`config.mk`:
```
export PLATFORM = sky130hd
export DESIGN_NAME = fbrf_queue
export DESIGN_NICKNAME = d
export VERILOG_FILES = /design/src/rtl/fbrf_pkg.sv /design/src/rtl/fbrf_queue.sv
export SDC_FILE = /design/constraint.sdc
export NUM_CORES = 1
export LEC_CHECK = 0
export BUFFER_PORTS_ARGS = -buffer_cell sky130_fd_sc_hd__buf_2
export CAP_MARGIN = 20
export CORE_UTILIZATION = 43
export DETAILED_ROUTE_END_ITERATION = 6
export PLACE_DENSITY = 0.72
export RECOVER_POWER = 100
export SKIP_CTS_REPAIR_TIMING = 1
export SYNTH_ARGS = -nofsm -noshare
export SYNTH_HDL_FRONTEND = slang
export SYNTH_SLANG_ARGS = --single-unit
```
`constraint.sdc`:
```
create_clock -name clk -period 2.7 [get_ports clk]
set_input_delay 0.27 -clock clk [delete_from_list [all_inputs] [get_ports clk]]
set_output_delay 0.27 -clock clk [all_outputs]
set_load 0.02 [all_outputs]
```
`src/rtl/fbrf_pkg.sv`:
```
// ----------------------------------------------------------------------------
// fbrf_pkg
// Shared types and constants of the rectangle fill engine: frame geometry,
// command codes and the request descriptors passed between front and back.
// ----------------------------------------------------------------------------
package fbrf_pkg;

  // frame geometry limits
  localparam int MAX_LINE_PIXELS = 256;
  localparam int MAX_LINES       = 256;
  localparam int STORE_WORDS     = MAX_LINE_PIXELS * MAX_LINES;

  localparam int COL_W     = $clog2(MAX_LINE_PIXELS);
  localparam int ROW_W     = $clog2(MAX_LINES);
  localparam int COL_CNT_W = $clog2(MAX_LINE_PIXELS + 1);
  localparam int ROW_CNT_W = $clog2(MAX_LINES + 1);
  localparam int ADDR_W    = $clog2(STORE_WORDS);
  localparam int PROD_W    = ROW_W + COL_CNT_W;

  // field widths
  localparam int CFG_W   = 9;
  localparam int CMD_W   = 2;
  localparam int COORD_W = 13;
  localparam int PIX_W   = 32;
  localparam int CLIP_W  = COORD_W + 2;

  // request queue
  localparam int QUEUE_DEPTH = 2;
  localparam int QPTR_W      = $clog2(QUEUE_DEPTH);
  localparam int QCNT_W      = $clog2(QUEUE_DEPTH + 1);

  // configuration register indexes
  localparam logic REG_LINE_PIXELS = 1'b0;
  localparam logic REG_LINE_COUNT  = 1'b1;

  // command codes
  localparam logic [CMD_W-1:0] CMD_CLEAR = 2'd0;
  localparam logic [CMD_W-1:0] CMD_FILL  = 2'd1;
  localparam logic [CMD_W-1:0] CMD_SET   = 2'd2;
  localparam logic [CMD_W-1:0] CMD_GET   = 2'd3;

  // work kinds seen by the back end
  typedef enum logic [1:0] {
    OP_FILL,
    OP_WRITE,
    OP_READ
  } op_t;

  // clipped request after the first front stage
  typedef struct packed {
    op_t                  op;
    logic                 hit;
    logic [COL_W-1:0]     x0;
    logic [ROW_W-1:0]     y0;
    logic [COL_CNT_W-1:0] w;
    logic [ROW_CNT_W-1:0] h;
    logic [COL_CNT_W-1:0] cols;
    logic [PIX_W-1:0]     color;
  } clip_t;

  // request descriptor held in the queue
  typedef struct packed {
    op_t                  op;
    logic                 hit;
    logic [ADDR_W-1:0]    addr;
    logic [COL_CNT_W-1:0] w;
    logic [ROW_CNT_W-1:0] h;
    logic [COL_CNT_W-1:0] cols;
    logic [PIX_W-1:0]     color;
  } task_t;

  // back end sequencer states
  typedef enum logic [2:0] {
    ST_INIT,
    ST_IDLE,
    ST_FILL,
    ST_READ,
    ST_DONE
  } back_state_t;

endpackage

```
`src/rtl/fbrf_queue.sv`:
```
// ----------------------------------------------------------------------------
// fbrf_queue
// Short request queue between the front end and the back end.
// ----------------------------------------------------------------------------
module fbrf_queue (
  input  logic            clk,
  input  logic            rst,
  input  logic            push_valid,
  output logic            push_ready,
  input  fbrf_pkg::task_t push_data,
  output logic            pop_valid,
  input  logic            pop_ready,
  output fbrf_pkg::task_t pop_data
);

  fbrf_pkg::task_t                 entries [fbrf_pkg::QUEUE_DEPTH];
  logic [fbrf_pkg::QPTR_W-1:0]     wr_ptr;
  logic [fbrf_pkg::QPTR_W-1:0]     rd_ptr;
  logic [fbrf_pkg::QCNT_W-1:0]     count;
  logic                            do_push;
  logic                            do_pop;

  assign push_ready = (count != fbrf_pkg::QCNT_W'(fbrf_pkg::QUEUE_DEPTH));
  assign pop_valid  = (count != '0);
  assign pop_data   = entries[rd_ptr];
  assign do_push    = push_valid && push_ready;
  assign do_pop     = pop_valid && pop_ready;

  // pointers and fill level
  always_ff @(posedge clk) begin
    if (rst) begin
      wr_ptr <= '0;
      rd_ptr <= '0;
      count  <= '0;
    end else begin
      if (do_push) begin
        wr_ptr <= (32'(wr_ptr) == fbrf_pkg::QUEUE_DEPTH - 1) ? '0 : wr_ptr + 1'b1;
      end
      if (do_pop) begin
        rd_ptr <= (32'(rd_ptr) == fbrf_pkg::QUEUE_DEPTH - 1) ? '0 : rd_ptr + 1'b1;
      end
      if (do_push && !do_pop) begin
        count <= count + 1'b1;
      end else if (do_pop && !do_push) begin
        count <= count - 1'b1;
      end
    end
  end

  // entry storage
  always_ff @(posedge clk) begin
    if (do_push) begin
      entries[wr_ptr] <= push_data;
    end
  end

endmodule

```
==> out/results.txt <==
Skew final = 5.58 ps
CTS sink cnt = 161
Clock transition at the registers of the reported paths = 60 ps
Most used routing layer = met2
Top_reg_cell synth = edfxtp_1
Synth Instances = 267
Synth area leader = edfxtp_1
Cell Area, Synth = 5930 sq um
Hold WS = 39.1 ps
Via density per instance = 4.73
GRT met2 Usage = 24.9%
# DRC = 0
Worst setup path class = register to output port
Via Count = 2993
TNS Setup = 0 ps
Share of layout cells above drive strength 1 = 36.5%
Slew Limit Fails = 0
Synth top area share = 79.0%
Placed cells = 601
Wire per inst = 15.9 um
Leak = 2.55 nW
Detailed Route WL = 10100 um
Finished Core Util = 55.4%
Nets = 527
Distinct cells, synth = 19
# IOs = 162
Worst slew margin = 29.2%
Die span in x = 119 um
P per Cell Area = 1000 nW/um^2
Least-Margin Pin Slew = 1060 ps
# diodes = 0
Critical path capture point type = output port
CP bufs+invs = 2
Top cells by area, synth = edfxtp_1 (79%), mux2_2 (11%), mux2_4 (5.1%), dfxtp_1 (1.7%), buf_6 (0.76%)
Initial Utilization = 44.4%
Die Y = 119 um
Net Count, Synth = 350
Maximum clock path buffer count = 2
Post-route antenna net violation count = 0
Core area = 13300 sq um
Max incr delay on CP = 660 ps
Layout area overhead = 24.6%
Status = completed
Largest net degree at the start of global routing = 42
Num rows = 42
Seq/Total Area, Yosys = 80.7%
Hold WC Path Type = primary input to register
Period minus WS final = 2310 ps
Grt ovf = 0
Most frequent cells in the layout = edfxtp_1 (156), clkbuf_1 (106), buf_2 (58)
Flop2flop setup slack = 430 ps
Hold path start = push_data[4]
Hold Vio Cnt, Final = 0
Peak VDD IR = 542 uV
Port bufs = 161
H-tree Lvls = 4
Initial antenna violation count = 0
Final Setup Violations = 0
Crit path max fanout = 37
Fillers = 1137
Slowest cell on the critical path = dfxtp_4
M1 GR Usage = 16.3%
RSZ-0062 raised after global routing = no
Wire length of the first global-routing pass = 15600 um
Worst r2r src = count[0]
Hpwl dp = 6590 um
Max-cap violations = 0
CTS tree = built
Seq cells post-synth = 161
Fin crit share = 85.5%
Worst setup SP type = register
Die area = 14300 sq um
Num CTS Buffers = 17
CP top delay family = flip-flops
DRT iter0 DRCs = 151
Number of synthesized flops with an enable pin = 156
Tot GR Track Use = 14.8%
GP Congestion = 0.724
Total power = 0.00739 W
Yosys Warn Count = 0
Skew-Pair Late Insertion Delay = 410 ps
Most common cell after layout, fill and taps aside = edfxtp_1
Critical Path AT = 2040 ps
Finished Layout Cells = 633
Grt met3 use = 6.18%
Vias in the first global route = 3186
Mean Syn Cell Area = 22.2 sq um
Max Clk Rate = 433 MHz
Required time of the critical path = 2430 ps
CTS Root Cell = clkbuf_16
Worst-path cell chain = clkbuf_2, mux2_2, clkbuf_1
Initial DRT Pass Iterations = 4
Ys async rst share = 0%
[where the power goes]
group,switching [W],internal [W],total [W]
clock network,0.000889,0.00144,0.00233
logic,0.00108,0.000694,0.00177
registers,0.000154,0.00313,0.00329
total,0.00212,0.00526,0.00739
[layer usage]
metal	up-vias	wire (um)	part of all wire [%]
li1	1417	-	-
met1	1452	4060	40
met2	110	5070	50
met3	14	772	7.7
met4	0	153	1.5
met5	-	0	0
[final cells by class]
cell class              count  area [sq um]  share of cell area, %
flip-flops and latches    161          4790                   64.8
clock buffers              20           437                   5.91
multi-input cells          96          1060                   14.3
repair buffers            167           739                   10.0
inverters                   1          7.51                  0.102
clock inverters            12           141                   1.91
well taps                 176           220                   2.98
[per-stage QoR]
step | instance area [sq um] | worst slack (ps)
2_1_floorplan | 5940 | 345
5_1_grt | 7390 | 246
3_5_place_dp | 6970 | 883
4_1_cts | 7550 | 437
6_report | 7390 | 393
3_3_place_gp | 6970 | 922
[Yosys cell counts, types with 2 or more instances]
cell type / number
a21oi_1: 2
buf_2: 5
buf_6: 4
dfxtp_1: 5
edfxtp_1: 156
mux2_2: 58
mux2_4: 20
nor2_1: 3
o21ai_0: 2
xor2_1: 3
[final timing paths]
check / to / cells past startpoint
min: entries[1][4] / 1
max reg2reg: entries[1][42] / 3
min reg2reg: rd_ptr / 2
max: pop_data[24] / 3
[kinds of logic (layout without fill, tap and decap cells)]
kind of cell / Yosys count / count (layout) / synth area share (%)
DFF: 161 / 161 / 80.7
adders and majority gates: 1 / 1 / 0.211
and+or+nand+nor: 9 / 9 / 0.844
AOI/OAI and AO/OA: 5 / 5 / 0.506
buffers and inverters: 10 / 200 / 1.24
muxes: 78 / 78 / 16.1
xor gates and xnor gates: 3 / 3 / 0.443
[flip-flops by register name, indices dropped and copies added (netlist names), named ones only]
register and count:
count 2, entries 156, rd_ptr 1, wr_ptr 1
Power figures use the tool's default switching activity.
