### src/rtl/fbrf_pkg.sv
// ----------------------------------------------------------------------------
// fbrf_pkg
// Shared types and constants of the rectangle fill engine: frame geometry,
// command codes and the request descriptors passed between front and back.
// ----------------------------------------------------------------------------
package fbrf_pkg;

  // frame geometry limits
  localparam int MAX_LINE_PIXELS = 256;
  localparam int MAX_LINES       = 256;
  localparam int STORE_WORDS     = MAX_LINE_PIXELS * MAX_LINES;

  localparam int COL_W     = $clog2(MAX_LINE_PIXELS);
  localparam int ROW_W     = $clog2(MAX_LINES);
  localparam int COL_CNT_W = $clog2(MAX_LINE_PIXELS + 1);
  localparam int ROW_CNT_W = $clog2(MAX_LINES + 1);
  localparam int ADDR_W    = $clog2(STORE_WORDS);
  localparam int PROD_W    = ROW_W + COL_CNT_W;

  // field widths
  localparam int CFG_W   = 9;
  localparam int CMD_W   = 2;
  localparam int COORD_W = 13;
  localparam int PIX_W   = 32;
  localparam int CLIP_W  = COORD_W + 2;

  // request queue
  localparam int QUEUE_DEPTH = 2;
  localparam int QPTR_W      = $clog2(QUEUE_DEPTH);
  localparam int QCNT_W      = $clog2(QUEUE_DEPTH + 1);

  // configuration register indexes
  localparam logic REG_LINE_PIXELS = 1'b0;
  localparam logic REG_LINE_COUNT  = 1'b1;

  // command codes
  localparam logic [CMD_W-1:0] CMD_CLEAR = 2'd0;
  localparam logic [CMD_W-1:0] CMD_FILL  = 2'd1;
  localparam logic [CMD_W-1:0] CMD_SET   = 2'd2;
  localparam logic [CMD_W-1:0] CMD_GET   = 2'd3;

  // work kinds seen by the back end
  typedef enum logic [1:0] {
    OP_FILL,
    OP_WRITE,
    OP_READ
  } op_t;

  // clipped request after the first front stage
  typedef struct packed {
    op_t                  op;
    logic                 hit;
    logic [COL_W-1:0]     x0;
    logic [ROW_W-1:0]     y0;
    logic [COL_CNT_W-1:0] w;
    logic [ROW_CNT_W-1:0] h;
    logic [COL_CNT_W-1:0] cols;
    logic [PIX_W-1:0]     color;
  } clip_t;

  // request descriptor held in the queue
  typedef struct packed {
    op_t                  op;
    logic                 hit;
    logic [ADDR_W-1:0]    addr;
    logic [COL_CNT_W-1:0] w;
    logic [ROW_CNT_W-1:0] h;
    logic [COL_CNT_W-1:0] cols;
    logic [PIX_W-1:0]     color;
  } task_t;

  // back end sequencer states
  typedef enum logic [2:0] {
    ST_INIT,
    ST_IDLE,
    ST_FILL,
    ST_READ,
    ST_DONE
  } back_state_t;

endpackage

### src/rtl/fbrf_front.sv
// ----------------------------------------------------------------------------
// fbrf_front
// Holds the geometry registers, accepts requests, clips them against the
// active frame and turns them into start address plus extent for the queue.
// ----------------------------------------------------------------------------
module fbrf_front (
  input  logic                          clk,
  input  logic                          rst,
  input  logic                          cfg_we,
  input  logic                          cfg_index,
  input  logic [fbrf_pkg::CFG_W-1:0]    cfg_data,
  input  logic                          init_done,
  input  logic                          in_valid,
  output logic                          in_ready,
  input  logic [fbrf_pkg::CMD_W-1:0]    cmd,
  input  logic signed [fbrf_pkg::COORD_W-1:0] x,
  input  logic signed [fbrf_pkg::COORD_W-1:0] y,
  input  logic signed [fbrf_pkg::COORD_W-1:0] rect_width,
  input  logic signed [fbrf_pkg::COORD_W-1:0] rect_height,
  input  logic [fbrf_pkg::PIX_W-1:0]    color,
  output logic                          push_valid,
  input  logic                          push_ready,
  output fbrf_pkg::task_t               push_data
);

  logic [fbrf_pkg::CFG_W-1:0]     line_pixels;
  logic [fbrf_pkg::CFG_W-1:0]     line_count;
  logic [fbrf_pkg::COL_CNT_W-1:0] cols;
  logic [fbrf_pkg::ROW_CNT_W-1:0] rows;

  logic signed [fbrf_pkg::CLIP_W-1:0] xs, ys, ws, hs;
  logic signed [fbrf_pkg::CLIP_W-1:0] xc, yc, wc, hc;
  logic signed [fbrf_pkg::CLIP_W-1:0] cols_s, rows_s;
  logic                               pix_in_frame;

  fbrf_pkg::clip_t              clip;
  fbrf_pkg::clip_t              s1;
  logic                         s1_valid;
  logic [fbrf_pkg::PROD_W-1:0]  prod;

  // geometry registers
  always_ff @(posedge clk) begin
    if (rst) begin
      line_pixels <= fbrf_pkg::CFG_W'(256);
      line_count  <= fbrf_pkg::CFG_W'(256);
    end else if (cfg_we) begin
      unique case (cfg_index)
        fbrf_pkg::REG_LINE_PIXELS: line_pixels <= cfg_data;
        fbrf_pkg::REG_LINE_COUNT:  line_count  <= cfg_data;
        default: ;
      endcase
    end
  end

  // active frame size, clamped to the store
  always_comb begin
    cols = (32'(line_pixels) > fbrf_pkg::MAX_LINE_PIXELS)
         ? fbrf_pkg::COL_CNT_W'(fbrf_pkg::MAX_LINE_PIXELS)
         : fbrf_pkg::COL_CNT_W'(line_pixels);
    rows = (32'(line_count) > fbrf_pkg::MAX_LINES)
         ? fbrf_pkg::ROW_CNT_W'(fbrf_pkg::MAX_LINES)
         : fbrf_pkg::ROW_CNT_W'(line_count);
  end

  // rectangle clipping and pixel bounds check
  always_comb begin
    xs     = fbrf_pkg::CLIP_W'(x);
    ys     = fbrf_pkg::CLIP_W'(y);
    ws     = fbrf_pkg::CLIP_W'(rect_width);
    hs     = fbrf_pkg::CLIP_W'(rect_height);
    cols_s = fbrf_pkg::CLIP_W'({1'b0, cols});
    rows_s = fbrf_pkg::CLIP_W'({1'b0, rows});

    // negative origin shrinks the extent
    xc = (xs < 0) ? '0 : xs;
    wc = (xs < 0) ? ws + xs : ws;
    yc = (ys < 0) ? '0 : ys;
    hc = (ys < 0) ? hs + ys : hs;
    // far edge cut
    if (xc + wc > cols_s) wc = cols_s - xc;
    if (yc + hc > rows_s) hc = rows_s - yc;

    pix_in_frame = (xs >= 0) && (xs < cols_s) && (ys >= 0) && (ys < rows_s);

    clip.color = color;
    clip.cols  = cols;
    unique case (cmd)
      fbrf_pkg::CMD_CLEAR: begin
        clip.op  = fbrf_pkg::OP_FILL;
        clip.hit = (cols != '0) && (rows != '0);
        clip.x0  = '0;
        clip.y0  = '0;
        clip.w   = cols;
        clip.h   = rows;
      end
      fbrf_pkg::CMD_FILL: begin
        clip.op  = fbrf_pkg::OP_FILL;
        clip.hit = (wc > 0) && (hc > 0);
        clip.x0  = xc[fbrf_pkg::COL_W-1:0];
        clip.y0  = yc[fbrf_pkg::ROW_W-1:0];
        clip.w   = wc[fbrf_pkg::COL_CNT_W-1:0];
        clip.h   = hc[fbrf_pkg::ROW_CNT_W-1:0];
      end
      default: begin
        clip.op  = (cmd == fbrf_pkg::CMD_SET) ? fbrf_pkg::OP_WRITE : fbrf_pkg::OP_READ;
        clip.hit = pix_in_frame;
        clip.x0  = x[fbrf_pkg::COL_W-1:0];
        clip.y0  = y[fbrf_pkg::ROW_W-1:0];
        clip.w   = fbrf_pkg::COL_CNT_W'(1);
        clip.h   = fbrf_pkg::ROW_CNT_W'(1);
      end
    endcase
  end

  assign in_ready = init_done && (!s1_valid || push_ready);

  // clip stage register
  always_ff @(posedge clk) begin
    if (rst) begin
      s1_valid <= 1'b0;
    end else if (in_ready) begin
      s1_valid <= in_valid;
    end
  end

  always_ff @(posedge clk) begin
    if (in_ready && in_valid) begin
      s1 <= clip;
    end
  end

  // start address: line times stride plus column
  assign prod = fbrf_pkg::PROD_W'(s1.y0) * fbrf_pkg::PROD_W'(s1.cols);

  always_comb begin
    push_valid      = s1_valid;
    push_data.op    = s1.op;
    push_data.hit   = s1.hit;
    push_data.addr  = fbrf_pkg::ADDR_W'(prod) + fbrf_pkg::ADDR_W'(s1.x0);
    push_data.w     = s1.w;
    push_data.h     = s1.h;
    push_data.cols  = s1.cols;
    push_data.color = s1.color;
  end

endmodule

### config.mk
export PLATFORM = sky130hd
export DESIGN_NAME = fbrf_front
export DESIGN_NICKNAME = d
export VERILOG_FILES = /design/src/rtl/fbrf_pkg.sv /design/src/rtl/fbrf_front.sv
export SDC_FILE = /design/constraint.sdc
export NUM_CORES = 1
export LEC_CHECK = 0
export ABC_AREA = 1
export BUFFER_PORTS_ARGS = -buffer_cell sky130_fd_sc_hd__buf_2
export CAP_MARGIN = 10
export CORE_MARGIN = 3
export CORE_UTILIZATION = 45
export CTS_CLUSTER_DIAMETER = 100
export CTS_CLUSTER_SIZE = 16
export DETAILED_ROUTE_END_ITERATION = 8
export PLACE_DENSITY = 0.67
export SLEW_MARGIN = 20
export SYNTH_ARGS = -nofsm -noshare
export SYNTH_HDL_FRONTEND = slang
export SYNTH_SLANG_ARGS = --single-unit
### constraint.sdc
create_clock -name clk -period 8.05 [get_ports clk]
set_clock_uncertainty 0.15 [all_clocks]
set_input_delay 0 -clock clk [delete_from_list [all_inputs] [get_ports clk]]
set_output_delay 0 -clock clk [all_outputs]
set_load 0.005 [all_outputs]
==> metrics.md, run 1 <==
| Metric | Value |
|---|---|
| Crit path max fanout | `16` |
| Setup WS pre-CTS | `2.96 ns` |
| Crit end category | `flop` |
| Hold WS | `0.0665 ns` |
| Top cell by count, worst path | `nand2_1` |
| Seq cells post-synth | `97` |
| Final TNS setup | `0 ns` |
| Worst-skew pair later-pin latency | `0.35 ns` |
| Max IR drop VDD | `0.0955 mV` |
| Combinational share of power | `50.1%` |
| Pint | `1.24 mW` |
| Result of the run | `finished clean` |
| Post-DP HPWL | `25800 µm` |
| Via count | `10800` |
| Clock tree from TritonCTS | `yes` |
| Clk network pwr share | `21.0%` |
| Psw | `0.815 mW` |
| Startpoint types | `primary input` |
| Simple-gate portion of the synthesized area | `24.4%` |
| Final hold vios | `0` |
| R2r endpoint | `push_data[75]` |
| HP Class | `primary input to flop` |
| Fmax | `0.187 GHz` |
| Core Area | `25500 µm²` |
| Compound-Gate Fraction of Synth Area | `8.61%` |
| Worst Reg-to-Reg Cells | `21` |
| Root Buffer | `clkbuf_16` |
| RePlAce Congestion | `0.992` |
| Final ANT Viol Nets | `0` |
| 1st-pass router iterations | `6` |
| Starting Density | `46.4%` |
| Fraction of power consumed by sequential logic | `28.9%` |
| Ant diodes | `0` |
| Cell at the slowest stage of the critical path | `dlygate4sd3_1` |
| Antenna violations before repair | `0` |
| Headroom to the max-slew limit | `31.8%` |
| Cells resized by post-CTS repair | `0` |
| Final setup viols | `0` |
| Die W | `168 µm` |
| Area grow syn2layout | `14.7%` |
| Setup CP Type | `primary input to flop` |
| Sw frac | `39.6%` |
| Leak | `7.34 nW` |
| I/O Buffers | `181` |
| Setup repair bufs after CTS | `0` |
| Cells after Synth | `1615` |
| Share of the synthesized area in the top cell type | `19.8%` |
| Area leader, netlist | `edfxtp_1` |
| Hold-fix buffers, CTS | `71` |
| Async set-reset flop share out of synthesis | `0%` |
| Largest net degree at the start of global routing | `79` |
| Adder-cell area share of the yosys netlist | `24.5%` |
| Drt via density | `5.08` |
| FF-to-FF Start | `line_pixels[8]` |
| CTS Sinks | `97` |
| Critical path data required time | `8.00 ns` |
| CTS Buf Count | `9` |
| PwrDens | `152 nW/µm²` |
| Htree depth | `3` |
| Clock-pin slew on the worst setup and hold paths | `0.07 ns` |
| Worst setup margin | `2.69 ns` |
| Fin crit share | `66.6%` |
| Worst slew pin tran | `1.02 ns` |
| Count of cell types in the netlist | `51` |
| Syn Nets | `1915` |
| Hold EP | `line_count[0]` |
| Max incr delay on CP | `0.54 ns` |
| Final nets | `2084` |
| Clock buffer depth | `2` |
| Row count | `58` |
| Final Max Tran Viols | `0` |
| Share of layout cells above drive strength 1 | `13.2%` |
| Total wire length | `31900 µm` |
| Synth Cell Area | `11800 µm²` |
| Grt total ovfl | `0` |
| Synth top area cells | `edfxtp_1, ha_1, nand2_1` |
| Hold_sp | `cfg_index` |
| Multiplexer share of the synthesized area | `0%` |
| Synthesis Warnings | `0` |
| MaxCap Viol Count | `0` |
| Final min period | `5.36 ns` |
| WP data arrival | `5.31 ns` |
| EDFF count, synth | `78` |
| Die ar. | `28200 µm²` |
| Register area share after synthesis | `23.1%` |
| Chip height | `168 µm` |
| Xor/xnor share of the synthesized area | `4.30%` |
| Largest family of logic cells by synthesized area | `adder cells` |
| Ys flop type | `edfxtp_1` |
| Hold path depth | `4` |
| Initial DRC count | `747` |
| Number of global-route vias before repair | `10400` |
| R2r setup slk | `4.15 ns` |
| RSZ-0062 raised after global routing | `no` |
| GRT Total Usage | `22.3%` |
| First-pass GRT wire length | `51100 µm` |
| IO Count | `182` |
| Drt drc | `0` |
| Synth Area per Inst | `7.31 µm²` |
| Wire per inst | `15.0 µm` |
-- worst max-delay path, delay by kind of cell --
kind / cells / cell delay [ns]
xor+xnor: 1 / 0.15
fa+ha+maj: 4 / 1.35
buf+inv: 4 / 0.78
compound gates: 5 / 1.09
simple gates: 20 / 1.93
-- metrics by stage --
step                area (µm²)  std cells  util, %  power [mW]
finish                   13500       2119     53.2        2.06
global route             13500       2119     53.2        2.23
CTS                      13500       2119     53.2        2.06
detailed placement       12500       2032     49.2        1.60
global placement         12500       2032     49.2        1.59
floorplan                11800       1615        -        1.34
-- layout by cell type (no fill, tap or decap), drive strengths merged --
| cell | n |
|---|---|
| o41ai | 1 |
| and2 | 4 |
| nand3b | 4 |
| clkbuf | 9 |
| a211oi | 1 |
| nor2 | 134 |
| bufinv | 1 |
| nand2 | 406 |
| nor4 | 9 |
| a21o | 7 |
| ha | 143 |
| o221ai | 2 |
| dfxtp | 19 |
| o31ai | 1 |
| dlygate4sd3 | 71 |
| o211ai | 3 |
| o21a | 4 |
| clkinvlp | 2 |
| fa | 55 |
| o22ai | 14 |
| a21oi | 82 |
| inv | 317 |
| a311oi | 1 |
| o211a | 1 |
| xor2 | 29 |
| a31o | 1 |
| edfxtp | 78 |
| nand4 | 23 |
| a31oi | 6 |
| o21ai | 50 |
| clkinv | 3 |
| nand3 | 81 |
| or3 | 1 |
| or2 | 4 |
| o2111ai | 1 |
| o21bai | 6 |
| xnor2 | 29 |
| nor3 | 4 |
| buf | 182 |
-- how the worst max path moves through the flow --
stage | startpoint | end | slack [ns] | cells after the start
global placement | y[0] | push_data[75] | 3.07 | 33
finish | y[0] | push_data[75] | 2.69 | 34
floorplan | s1[60] | push_data[74] | 3.69 | 20
CTS | y[0] | push_data[75] | 2.76 | 34
detailed placement | y[0] | push_data[75] | 2.96 | 33
global route | y[0] | push_data[75] | 2.25 | 34
-- cells in the mapped netlist, types with 2 or more instances --
master	count
o21a_1	4
nor2_1	130
nand2_2	15
dfxtp_1	19
a31oi_1	6
nand4_1	22
o221ai_1	2
o211ai_1	3
fa_1	55
nand3_1	73
or2_2	3
ha_1	143
nor3_1	3
buf_4	62
o22ai_1	14
inv_1	312
clkbuf_1	31
nand3_2	7
a21oi_1	81
nand2_1	390
nor4_1	9
xnor2_1	29
nand3b_1	4
and2_1	4
o21bai_1	6
o21ai_0	49
edfxtp_1	78
nor2_4	3
xor2_1	29
a21o_1	7
inv_2	2
-- sequential cells by signal, summed over array words and instances (netlist names) --
register	count
s1	16
push_data	62
push_valid	1
line_pixels	9
line_count	9
-- cell type report --
cell class / instances / area (µm²)
Fill cell: 2464 / 11900
Multi-Input combinational cell: 1107 / 7290
Sequential cell: 97 / 2720
Timing Repair Buffer: 253 / 1620
Inverter: 316 / 1190
Tap cell: 330 / 413
Clock buffer: 9 / 225
Clock inverter: 7 / 77.6
-- metal layers --
layer / GRT usage, % / up-vias / share of wire, %
met3: 3.36 / 55 / 5.7
met2: 39.9 / 341 / 50
met4: 6.69 / 0 / 2.8
li1: - / 5404 / -
met5: 0 / - / 0
met1: 27.7 / 4961 / 42
-- power by group through the flow --
stage                     clock [mW]  combinational, mW  sequential, mW
after floorplan                    0              0.748           0.592
after global placement             0              0.987           0.604
after detailed placement           0              0.997           0.605
after CTS                      0.439               1.03           0.594
after global routing           0.460               1.18           0.597
final                          0.433               1.03           0.594
-- cells by family after synthesis --
family | after synthesis
flip-flops | 97
AO/OA/AOI/OAI | 181
AND/OR/NAND/NOR | 670
XOR/XNOR | 58
buffers and inverters | 411
adder cells (fa/ha/maj) | 198
No activity file was read; power rests on OpenSTA's default activity.
==> run 2: changes to the inputs <==
==> constraint.sdc (replaced) <==
create_clock -name clk -period 5.5 [get_ports clk]
set_clock_uncertainty 0.15 [all_clocks]
set_input_delay 0 -clock clk [delete_from_list [all_inputs] [get_ports clk]]
set_output_delay 0 -clock clk [all_outputs]
set_load 0.005 [all_outputs]
==> run 2 against run 1 <==
Effect of this change:
- combinational power is 50% higher
- global-route usage up 0.44 points
- routed wire length up 2.3%
- non-clock buffer count grew 20
- worst hold slack got worse by 0.017 ns
- die area unchanged
- core utilization rose by 0.68 points
- worst setup slack got worse by 2.4 ns
- register-to-register slack worse by 2.4 ns
- clock power grew 51%
- sequential cell count unchanged
- sequential share of layout area down 0.25 points
==> metrics.md, run 2 (synthesis results as in run 1) <==
| Metric | Value |
|---|---|
| Result of the run | `finished clean` |
| CTS Sinks | `97` |
| Total wire length | `32600 µm` |
| Starting Density | `46.4%` |
| Max reg flops | `62` |
| Root Buffer | `clkbuf_16` |
| Htree depth | `3` |
| R2r setup slk | `1.74 ns` |
| Antenna violations before repair | `0` |
| CP Buf/Inv Count | `6` |
| PwrDens | `223 nW/µm²` |
| Final setup viols | `0` |
| Row count | `58` |
| Wire per inst | `15.2 µm` |
| Family with the most delay on the worst path | `adder cells` |
| Initial DRC count | `949` |
| Post-DP HPWL | `26000 µm` |
| Final nets | `2104` |
| Final ANT Viol Nets | `0` |
| Clock tree from TritonCTS | `yes` |
| First-pass GRT wire length | `52300 µm` |
| Max incr delay on CP | `0.56 ns` |
| Chip height | `168 µm` |
| Final core occ | `53.8%` |
| DP Area | `12600 µm²` |
| CP Cell Sequence | `nand2_1, fa_1, inv_1, ha_1, ha_1, inv_1, fa_1, inv_1, ha_1, inv_1, fa_1, nand3b_1, and2_1, inv_1, a21oi_1, o21bai_1, a21oi_2, o21bai_1, nand3_1, nand2_1, a31oi_1, xor2_1, buf_2` |
| Drt drc | `0` |
| Cell at the slowest stage of the critical path | `edfxtp_1` |
| Worst-skew pair later-pin latency | `0.34 ns` |
| Cell area after layout | `13700 µm²` |
| Worst Reg-to-Reg Cells | `23` |
| Largest net degree at the start of global routing | `53` |
| Max IR drop VDD | `0.188 mV` |
| IO Count | `182` |
| Worst slew pin tran | `0.958 ns` |
| Final min period | `5.19 ns` |
| Final Max Tran Viols | `0` |
| Ant diodes | `0` |
| Via count | `10800` |
| Fin crit share | `94.4%` |
| Clock-pin slew on the worst setup and hold paths | `0.07 ns` |
| Drt via density | `5.06` |
| Fmax | `0.193 GHz` |
| Area grow syn2layout | `16.1%` |
| RePlAce Congestion | `1.03` |
| Clock buffer depth | `2` |
| Leading cell type in the layout, fill and taps excluded | `nand2_1` |
| WP data arrival | `5.04 ns` |
| Crit end category | `output pin` |
| Grt total ovfl | `0` |
| MaxCap Viol Count | `0` |
| 1st-pass router iterations | `5` |
| I/O Buffers | `181` |
| HP Class | `primary input to flop` |
| CTS Buf Count | `9` |
| Crit path max fanout | `9` |
| GRT Total Usage | `22.7%` |
| Number of global-route vias before repair | `10400` |
| Headroom to the max-slew limit | `36.1%` |
| Die ar. | `28200 µm²` |
| Critical path data required time | `5.35 ns` |
| Commonest non-fill, non-tap cells in the layout | `nand2_1, inv_1, buf_2, ha_1, nor2_1` |
| Total power | `3.06 mW` |
| Startpoint types | `flop` |
| Die W | `168 µm` |
| Core Area | `25500 µm²` |
| Top cell by count, worst path | `inv_1` |
| Setup CP Type | `flop to output pin` |
| Leak | `7.44 nW` |
| Hold path depth | `4` |
| Final hold vios | `0` |
| WP depth | `23` |
| Share of layout cells above drive strength 1 | `14.3%` |
-- run 2: area by class of cell --
class / count / area [µm²]
timing repair buffer: 273 / 1770
clock buffer: 9 / 225
inverter: 316 / 1190
sequential: 97 / 2720
fill: 2418 / 11800
multi-input combinational: 1107 / 7310
tap: 330 / 413
clock inverter: 7 / 78.8
-- run 2: report_power, final --
part | switching (mW) | internal, mW
Clock | 0.295 | 0.358
Combinational | 0.898 | 0.638
Sequential | 0.0282 | 0.839
Total | 1.22 | 1.83
-- run 2: repair_timing --
action                     CTS  global route
hold buffers                71             0
hold endpoints to repair    69             0
setup endpoints to repair    0             5
setup buffers                0            17
gates resized for setup      0             8
-- run 2: worst paths after layout --
check | to | start
worst max-delay path | push_data[74] | push_data[34]
worst min-delay path | line_count[1] | cfg_we
worst max register to register | push_data[75] | line_pixels[8]
worst min register to register | line_pixels[7] | line_pixels[7]
-- run 2: layer usage --
layer,wire length [µm],global-route usage [%],vias up
met5,0,0,-
met3,1530,1.97,58
met2,16200,40.7,333
li1,-,-,5446
met1,13900,29.3,4992
met4,942,6.44,0
-- run 2: worst reg2reg max path, stage by stage, from the launching register on --
cell and delay [ns]:
dfxtp_1 0.51, inv_1 0.25, a21oi_1 0.23, inv_1 0.10, nand2_1 0.26, ha_1 0.30, a21oi_1 0.14, o21ai_0 0.14
nand2_1 0.08, nand2_1 0.05, nand2_1 0.05, nand2_1 0.04, nand2_1 0.05, nand3b_1 0.09, nor2_2 0.14, nand4_4 0.20
nand2_4 0.21, nand2_1 0.07, nand2_1 0.08, nand2_1 0.06, nor2_1 0.10, nand3_1 0.09, nand2_1 0.07, nand2_1 0.05
-- run 2: per-stage QoR --
| step | worst slack (ns) | std cells | hold slack [ns] | TNS [ns] |
|---|---|---|---|---|
| after floorplan | 1.14 | 1615 | -0.0809 | 0 |
| after global placement | 0.575 | 2035 | 0.0265 | 0 |
| after detailed placement | 0.438 | 2035 | 0.0281 | 0 |
| after CTS | 0.247 | 2122 | 0.0359 | 0 |
| after global routing | -0.0251 | 2139 | 0.0963 | -0.0251 |
| final | 0.307 | 2139 | 0.0493 | 0 |
==> run 3: changes to the inputs <==
==> constraint.sdc (replaced) <==
create_clock -name clk -period 5.7 [get_ports clk]
set_clock_uncertainty 0.15 [all_clocks]
set_input_delay 0 -clock clk [delete_from_list [all_inputs] [get_ports clk]]
set_output_delay 0 -clock clk [all_outputs]
set_load 0.005 [all_outputs]
==> run 3 against run 2 <==
Effect of this change:
- non-clock buffer count is 20 lower
- clock-buffer cell count is 1 higher
- via count about the same
- cell area fell by 1.3%
- total power down 4.2%
- worst hold slack gained 0.14 ns
==> metrics.md, run 3 (synthesis results as in run 1) <==
| Metric | Value |
|---|---|
| Result of the run | `finished clean` |
| Post-DP HPWL | `26200 µm` |
| I/O Buffers | `181` |
| PwrDens | `216 nW/µm²` |
| Die W | `168 µm` |
| Starting Density | `46.4%` |
| Total power | `2.93 mW` |
| Startpoint types | `flop` |
| Final TNS setup | `0 ns` |
| Final setup viols | `0` |
| Setup CP Type | `flop to output pin` |
| Leak | `7.34 nW` |
| Share of layout cells above drive strength 1 | `13.4%` |
| CTS Sinks | `97` |
| Clock buffer depth | `2` |
| Final ANT Viol Nets | `0` |
| Clock-pin slew on the worst setup and hold paths | `0.06 ns` |
| Max IR drop VDD | `0.145 mV` |
| Area grow syn2layout | `14.7%` |
| Crit path max fanout | `9` |
| Wire per inst | `15.3 µm` |
| Leading cell type in the layout, fill and taps excluded | `nand2_1` |
| HP Class | `primary input to output pin` |
| RePlAce Congestion | `1.02` |
| Cell at the slowest stage of the critical path | `edfxtp_1` |
| Fin crit share | `91.4%` |
| Row count | `58` |
| Die ar. | `28200 µm²` |
| RSZ-0062 raised after global routing | `no` |
| Worst slew pin tran | `0.768 ns` |
| Grt total ovfl | `0` |
| WP data arrival | `5.06 ns` |
| # fillers | `2479` |
| MaxCap Viol Count | `0` |
| Fmax | `0.192 GHz` |
| Commonest non-fill, non-tap cells in the layout | `nand2_1, inv_1, buf_2, ha_1, nor2_1` |
| Total wire length | `32400 µm` |
| Final nets | `2084` |
| FF+latch area | `2720 µm²` |
| Via count | `10800` |
| Htree depth | `3` |
| CP Buf/Inv Count | `3` |
| First-pass GRT wire length | `52100 µm` |
| DP Area | `12500 µm²` |
| Final Max Tran Viols | `0` |
| Drt drc | `0` |
| Critical path data required time | `5.55 ns` |
| Crit end category | `output pin` |
| Max reg flops | `62` |
| Drt via density | `5.11` |
| Family with the most delay on the worst path | `adder cells` |
| Largest net degree at the start of global routing | `53` |
| Cell area after layout | `13500 µm²` |
| Antenna violations before repair | `0` |
| IO Count | `182` |
| Worst-skew pair later-pin latency | `0.35 ns` |
| Chip height | `168 µm` |
| CP Cell Sequence | `nand2_1, fa_1, fa_1, fa_1, fa_1, inv_1, ha_1, a21oi_1, and2_1, inv_1, a21oi_1, o21bai_1, a21oi_1, o21bai_1, nand3_1, nand2_1, a31oi_1, xor2_1, buf_2` |
| Initial DRC count | `890` |
| Final min period | `5.21 ns` |
| CTS Buf Count | `9` |
| Root Buffer | `clkbuf_16` |
| Max incr delay on CP | `0.56 ns` |
| Multi-input gate area | `7300 µm²` |
| Core Area | `25500 µm²` |
| Ant diodes | `0` |
| GRT Total Usage | `22.7%` |
| Final hold vios | `0` |
| Headroom to the max-slew limit | `48.3%` |
| Number of global-route vias before repair | `10500` |
| Top cell by count, worst path | `fa_1` |
| 1st-pass router iterations | `5` |
| Clock tree from TritonCTS | `yes` |
-- run 3: path summary, 6_finish.rpt --
| path | start | endpoint | slack (ns) | cells after the start |
|---|---|---|---|---|
| worst max-delay path | s1[60] | push_data[74] | 0.49 | 19 |
| worst min-delay path | init_done | in_ready | 0.19 | 4 |
| worst max register to register | line_pixels[8] | push_data[75] | 1.99 | 23 |
| worst min register to register | line_pixels[0] | line_pixels[0] | 0.33 | 2 |
-- run 3: routing by layer --
layer | share of wire, % | vias to the layer above | global-route usage [%]
li1 | - | 5397 | -
met1 | 42 | 5019 | 28.9
met2 | 50 | 348 | 40.3
met3 | 5.4 | 62 | 2.86
met4 | 2.8 | 0 | 6.87
met5 | 0 | - | 0
-- run 3: timing repair --
action | in CTS | in global routing
gates resized for setup | 0 | 1
buffers inserted | 0 | 0
hold buffers | 69 | 0
endpoints found under the setup margin | 0 | 1
endpoints found under the hold margin | 69 | 0
-- run 3: metrics by stage --
stage,worst slack [ns],utilization (%),std cells,hold slack [ns]
finish,0.490,53.2,2119,0.188
floorplan,1.34,-,1615,-0.0809
global route,0.107,53.2,2119,0.203
CTS,0.422,53.1,2119,0.168
global placement,0.780,49.2,2034,0.0267
detailed placement,0.611,49.2,2034,0.0283
-- run 3: cell type report --
class / instances / area share, %
multi-input cells: 1107 / 53.9
flip-flops and latches: 97 / 20.1
repair buffers: 253 / 12.0
inverters: 316 / 8.78
well taps: 330 / 3.05
clock buffers: 10 / 1.69
clock inverters: 6 / 0.545
-- run 3: worst min-delay path, cell delays in order --
cell,delay [ns]
buf_2,0.10
inv_1,0.07
a21oi_1,0.05
buf_2,0.12
-- run 3: where the power goes --
group	total (mW)	switching, mW	leakage (nW)	internal (mW)
sequential	0.838	0.0287	0.899	0.809
combinational	1.46	0.858	6.30	0.604
clock	0.628	0.281	0.142	0.347
